<file path="src/design/dgb_pkg.sv">
// Shared types, constants and control word layout for the decimal digit blinker.
// No dependencies; imported by every module of the block.
`default_nettype none

package dgb_pkg;

  // Readout geometry
  localparam int MAX_DIGITS = 5;
  localparam int PTR_W      = $clog2(MAX_DIGITS + 1);
  localparam int IDX_W      = (MAX_DIGITS > 1) ? $clog2(MAX_DIGITS) : 1;

  // Field widths
  localparam int NUM_W     = 16;
  localparam int DIGIT_W   = 4;
  localparam int BLINK_W   = 4;
  localparam int TICK_W    = 8;
  localparam int LEVEL_W   = 8;
  localparam int CFG_W     = 8;
  localparam int CFG_IDX_W = 2;

  // Divide by ten: q = (n * 52429) >> 19 is exact for every 16-bit n
  localparam int                 RECIP_W     = NUM_W + 1;
  localparam logic [RECIP_W-1:0] RECIP_10    = 17'd52429;
  localparam int                 RECIP_SHIFT = 19;

  localparam logic [TICK_W-1:0] ZERO_BLINK_TICKS = 8'd2;

  // Register reset values
  localparam logic [CFG_W-1:0] ON_TICKS_RST    = 8'd10;
  localparam logic [CFG_W-1:0] OFF_TICKS_RST   = 8'd30;
  localparam logic [CFG_W-1:0] SPACE_TICKS_RST = 8'd60;
  localparam logic [CFG_W-1:0] BRIGHTNESS_RST  = 8'd64;

  typedef enum logic [1:0] {
    PH_IDLE,
    PH_ON,
    PH_OFF,
    PH_SPACE
  } phase_t;

  typedef enum logic [CFG_IDX_W-1:0] {
    CFG_ON_TICKS,
    CFG_OFF_TICKS,
    CFG_SPACE_TICKS,
    CFG_BRIGHTNESS
  } cfg_idx_t;

  // Datapath operations
  typedef enum logic [3:0] {
    OP_NOP,
    OP_ACCEPT,
    OP_TICK,
    OP_CONV_INIT,
    OP_DIV,
    OP_REM,
    OP_LOAD,
    OP_NEXT_PHASE,
    OP_NEXT_DIGIT,
    OP_EMIT
  } op_t;

  // Branch conditions
  typedef enum logic [2:0] {
    C_ALWAYS,
    C_NO_INPUT,
    C_CMD,
    C_DIV_MORE,
    C_SPACE_END,
    C_PHASE_END,
    C_OUT_BUSY
  } cond_t;

  // Program steps
  typedef enum logic [3:0] {
    S_WAIT,
    S_BRANCH,
    S_TICK,
    S_CONV_INIT,
    S_DIV,
    S_REM,
    S_LOAD,
    S_CHECK,
    S_STEP,
    S_NEXT_DIGIT,
    S_EMIT
  } step_t;

  typedef struct packed {
    op_t   op;
    cond_t cond;
    step_t tgt_true;
    step_t tgt_false;
  } ctrl_t;

  typedef struct packed {
    logic in_valid;
    logic cmd;
    logic div_more;
    logic space_end;
    logic phase_end;
    logic out_busy;
  } status_t;

endpackage

`default_nettype wire

</file>
<file path="src/design/dgb_sequencer.sv">
// Microcode sequencer: step counter, program ROM and branch condition select.
// Depends on dgb_pkg.
`default_nettype none

module dgb_sequencer
  import dgb_pkg::*;
(
  input  wire logic    clk,
  input  wire logic    rst,
  input  wire status_t status,
  output ctrl_t        ctrl
);

  step_t pc;
  step_t pc_next;
  logic  take;

  // Program ROM: one control word per step
  function automatic ctrl_t ucode(step_t s);
    ctrl_t w;
    case (s)
      S_WAIT:       w = '{OP_ACCEPT,     C_NO_INPUT,  S_WAIT,       S_BRANCH};
      S_BRANCH:     w = '{OP_NOP,        C_CMD,       S_CONV_INIT,  S_TICK};
      S_TICK:       w = '{OP_TICK,       C_ALWAYS,    S_CHECK,      S_CHECK};
      S_CONV_INIT:  w = '{OP_CONV_INIT,  C_ALWAYS,    S_DIV,        S_DIV};
      S_DIV:        w = '{OP_DIV,        C_ALWAYS,    S_REM,        S_REM};
      S_REM:        w = '{OP_REM,        C_DIV_MORE,  S_DIV,        S_LOAD};
      S_LOAD:       w = '{OP_LOAD,       C_ALWAYS,    S_CHECK,      S_CHECK};
      S_CHECK:      w = '{OP_NOP,        C_SPACE_END, S_NEXT_DIGIT, S_STEP};
      S_STEP:       w = '{OP_NEXT_PHASE, C_PHASE_END, S_CHECK,      S_EMIT};
      S_NEXT_DIGIT: w = '{OP_NEXT_DIGIT, C_ALWAYS,    S_LOAD,       S_LOAD};
      S_EMIT:       w = '{OP_EMIT,       C_OUT_BUSY,  S_EMIT,       S_WAIT};
      default:      w = '{OP_NOP,        C_ALWAYS,    S_WAIT,       S_WAIT};
    endcase
    return w;
  endfunction

  always_ff @(posedge clk) begin
    if (rst) begin
      pc <= S_WAIT;
    end else begin
      pc <= pc_next;
    end
  end

  always_comb begin
    ctrl = ucode(pc);
    case (ctrl.cond)
      C_ALWAYS:    take = 1'b1;
      C_NO_INPUT:  take = !status.in_valid;
      C_CMD:       take = status.cmd;
      C_DIV_MORE:  take = status.div_more;
      C_SPACE_END: take = status.space_end;
      C_PHASE_END: take = status.phase_end;
      C_OUT_BUSY:  take = status.out_busy;
      default:     take = 1'b1;
    endcase
    pc_next = take ? ctrl.tgt_true : ctrl.tgt_false;
  end

endmodule

`default_nettype wire

</file>
<file path="config.mk">
export PLATFORM = sky130hd
export DESIGN_NAME = dgb_sequencer
export DESIGN_NICKNAME = d
export VERILOG_FILES = /design/src/design/dgb_pkg.sv /design/src/design/dgb_sequencer.sv
export SDC_FILE = /design/constraint.sdc
export NUM_CORES = 1
export LEC_CHECK = 0
export ABC_AREA = 1
export ABC_CLOCK_PERIOD_IN_PS = 2100
export BUFFER_PORTS_ARGS = -buffer_cell sky130_fd_sc_hd__clkbuf_2
export CAP_MARGIN = 25
export CORE_UTILIZATION = 25
export DETAILED_ROUTE_END_ITERATION = 12
export PLACE_DENSITY = 0.52
export SETUP_SLACK_MARGIN = 0.02
export SLEW_MARGIN = 30
export SYNTH_ARGS = -nofsm -noshare
export SYNTH_HDL_FRONTEND = slang
export SYNTH_SLANG_ARGS = --single-unit
</file>
<file path="constraint.sdc">
create_clock -name clk -period 2.1 [get_ports clk]
set_input_delay 0.42 -clock clk [delete_from_list [all_inputs] [get_ports clk]]
set_output_delay 0.42 -clock clk [all_outputs]
set_load 0.01 [all_outputs]
</file>
==> implementation parameters <==
Parameter                              Value

Final layout
  Antenna fix cells ... 0
  Multi-input gate area in the final layout ... 427 sq um
  Area Overhead vs Synth ... 23.5%
  Final-stage net count ... 145
  Most common library cell in the layout ignoring fill and taps ... sky130_fd_sc_hd__nand2_1
  Number of fillers in the final layout ... 367
  Fraction of final layout cells sized beyond drive strength 1 ... 0.321
  Largest register FFs ... 15
  Combined flip-flop and latch cell area ... 302 sq um
  Final Instance Area ... 1000 sq um
  Commonest non-fill, non-tap cells in the layout ... sky130_fd_sc_hd__nand2_1, sky130_fd_sc_hd__clkbuf_2, sky130_fd_sc_hd__inv_1, sky130_fd_sc_hd__nand3_1, sky130_fd_sc_hd__dfxtp_1
  Final Instance Count excl. Fillers ... 175

Power
  Power per Cell Area ... 1770 mW/mm^2
  Leak Pwr ... roughly 0.53 nW
  Internal power summed over all cells ... 0.000890 W
  VDD IR-drop max ... 0.390 mV
  Power share of the clock group ... 0.098
  Portion of total power attributed to sequential cells ... 0.286
  Total net switching power ... 0.000878 W
  Proportion of total power due to net switching ... 0.496
  Fraction of power consumed by combinational cells ... 0.616

Global routing
  Vias in the first global route ... 712
  Global-route usage over all layers ... 0.125
  Remaining global-route overflow ... 0
  Pin count of the biggest net entering global routing ... 12
  Antenna violations before repair ... 0
  First-pass GRT wire length ... about 3100 um

Synth
  Flops & latches, synth ... 15
  Most area-hungry cell type in the Yosys netlist ... sky130_fd_sc_hd__dfxtp_1
  Per-instance average area after synthesis ... between 7 and 8 sq um
  Net count of the mapped netlist ... ~120
  Leading cell types by total area after synthesis ... sky130_fd_sc_hd__dfxtp_1, sky130_fd_sc_hd__nand3_1, sky130_fd_sc_hd__nand2_1
  Post-synthesis cell count ... 105
  Cell area after synthesis ... slightly above 800 sq um
  Top cell type's share of synthesized area ... 0.371
  Sequential element share of the synthesized area ... 0.371
  Number of distinct standard cells referenced by the synthesized netlist ... 19
  Yosys warning total ... 0

Clocking
  Number of setup buffers added after CTS ... 0
  Htree depth ... 1
  TritonCTS clock tree ... done
  Clock root buffer ... sky130_fd_sc_hd__clkbuf_4
  CTS max path bufs ... 2
  Number of buffers created by CTS ... 3
  Post-CTS Hold Fix Bufs ... 0
  CTS clock-pin slew for the worst setup and hold paths ... 0.09 ns
  Clock Sinks ... 15
  Clock latency on the worst-skew pair ... 0.29 ns
  Post-cts sizing count ... 0

Run status
  Run status ... complete, no violations

Critical path
  CP Launch Type ... flip-flop
  Setup CP Type ... reg -> reg
  Crit Path Max Fanout ... 6
  Slack of the worst reg-to-reg path ... 0.25 ns
  End of the worst register-to-register path ... ctrl[11]$_DFF_P_
  R2R Path Start ... ctrl[8]$_DFF_P_
  Required time of the critical path ... 2.30 ns
  Data arrival time of the critical path ... between 2 and 2.5 ns
  Kind of capture point of the worst setup path ... flip-flop
  Cell depth of the worst flop-to-flop path ... 13

Route
  M1 WL ... 869 um
  Vias per cell ... 4.26
  Iteration-0 DRC count of the detailed router ... 16
  Uppermost routed layer ... met4
  Met2 routed wirelength ... 791 um
  Antenna-violating nets left ... 0
  Drt total wl ... 1810 um
  Detail-routed net length per standard cell ... 10.4 um
  Detailed-routed wire length on met3 ... 105 um
  Vias ... 745
  Residual DRC ... 0
  Router iterations before antenna repair ... 4

Timing
  Worst clock skew ... 0.00244 ns
  Highest attainable clock frequency ... 539 MHz
  Final hold violation count ... 0
  RSZ-0062 raised after global routing ... false
  Relative slew slack ... 0.806
  Fraction of the cycle the final worst path needs ... 0.883
  Final setup viols ... 0
  Number of max-slew violations in the final report ... 0
  Shortest period the worst path allows ... around 1.9 ns
  Worst Max-Slew Pin Slew ... 0.291 ns
  Final total negative setup slack ... 0 ns

Die
  IO Pins ... 23
  Die Area ... 0.00347 sq mm
  Area of the core region ... 0.00305 sq mm
  Die span in y ... 58.9 um
  Count of standard-cell rows ... 20
  Die W ... 58.9 um
  Effective utilization at floorplan ... 0.265

Placed design
  RD Place Congestion ... 0.853
  Detail Placement HPWL ... between 1000 and 1500 um
  Placed Area ... ~970 sq um
  Count of buffers from port buffering ... 22
  Placed Cells ... 171

Run
  Number of maximum-capacitance violations ... 0

Worst hold path
  Hold-critical path depth ... 6
  Min-Delay Path Class ... in -> reg
  Hold Path Origin ... rst
  Endpoint with the worst hold slack ... ctrl[0]$_SDFF_PP0_
[logic make-up after synthesis]
logic type,after synthesis,share of synthesized area
AO/OA/AOI/OAI,5,0.0309
adder cells (fa/ha/maj),5,0.0773
buffers and inverters,20,0.102
flip-flops,15,0.371
AND/OR/NAND/NOR,60,0.419
[metal layers]
layer  vias to the layer above  global-route usage
met3                         5              0.0374
met4                         0              0.0714
met2                        23               0.192
li1                        389                   -
met1                       328               0.155
met5                         -                   0
[worst max path at each step]
stage	cells past startpoint	start	slack (ns)	to
6_report	13	ctrl[8]$_DFF_P_	0.25	ctrl[11]$_DFF_P_
4_1_cts	13	ctrl[8]$_DFF_P_	0.19	ctrl[11]$_DFF_P_
3_3_place_gp	12	status[0]	0.16	ctrl[11]$_DFF_P_
2_1_floorplan	13	ctrl[8]$_DFF_P_	0.25	ctrl[11]$_DFF_P_
5_1_grt	14	ctrl[9]$_DFF_P_	0.04	ctrl[11]$_DFF_P_
3_5_place_dp	12	status[0]	0.13	ctrl[11]$_DFF_P_
[power by group through the flow]
stage	Clock (W)	Sequential [W]	Combinational, W
6_report	0.000173	0.000505	0.00109
5_1_grt	0.000198	0.000523	0.00124
4_1_cts	0.000182	0.000506	0.00110
3_5_place_dp	0	0.000513	0.00109
3_3_place_gp	0	0.000512	0.00108
2_1_floorplan	0	0.000563	0.000749
[cell type report]
class | count | share of cell area
clock inverter | 1 | 0.00501
timing repair buffer | 23 | 0.118
tap | 44 | 0.0551
clock buffer | 3 | 0.0225
sequential | 15 | 0.302
multi-input combinational | 70 | 0.427
inverter | 19 | 0.0713
[worst max-delay path: stages, from the launching register on]
cell                      delay (ns)
sky130_fd_sc_hd__dfxtp_2        0.38
sky130_fd_sc_hd__inv_2          0.05
sky130_fd_sc_hd__nand2_1        0.06
sky130_fd_sc_hd__nand3_1        0.12
sky130_fd_sc_hd__nand3_4        0.12
sky130_fd_sc_hd__nand2_2        0.09
sky130_fd_sc_hd__or2_0          0.20
sky130_fd_sc_hd__nand2_1        0.08
sky130_fd_sc_hd__inv_1          0.07
sky130_fd_sc_hd__ha_1           0.31
sky130_fd_sc_hd__inv_1          0.08
sky130_fd_sc_hd__nand2_1        0.07
sky130_fd_sc_hd__nand3_1        0.07
sky130_fd_sc_hd__nand2_1        0.05
[Yosys cell counts (all sizes together)]
cell and number:
a21oi 3, buf 1, dfxtp 15, ha 5
inv 19, nand2 26, nand3 26, nand3b 1
nand4 1, nor2 5, o21ai 2, or2 1
[metrics by stage]
stage,hold WS (ns),setup WS (ns),power [W],util
after floorplan,0.658,0.250,0.00131,-
after global placement,0.716,0.164,0.00160,0.318
after detailed placement,0.703,0.134,0.00160,0.318
after CTS,0.552,0.189,0.00179,0.327
after global routing,0.571,0.0376,0.00196,0.327
final,0.550,0.246,0.00177,0.327
Note: power is estimated with default switching activity, not from simulation.
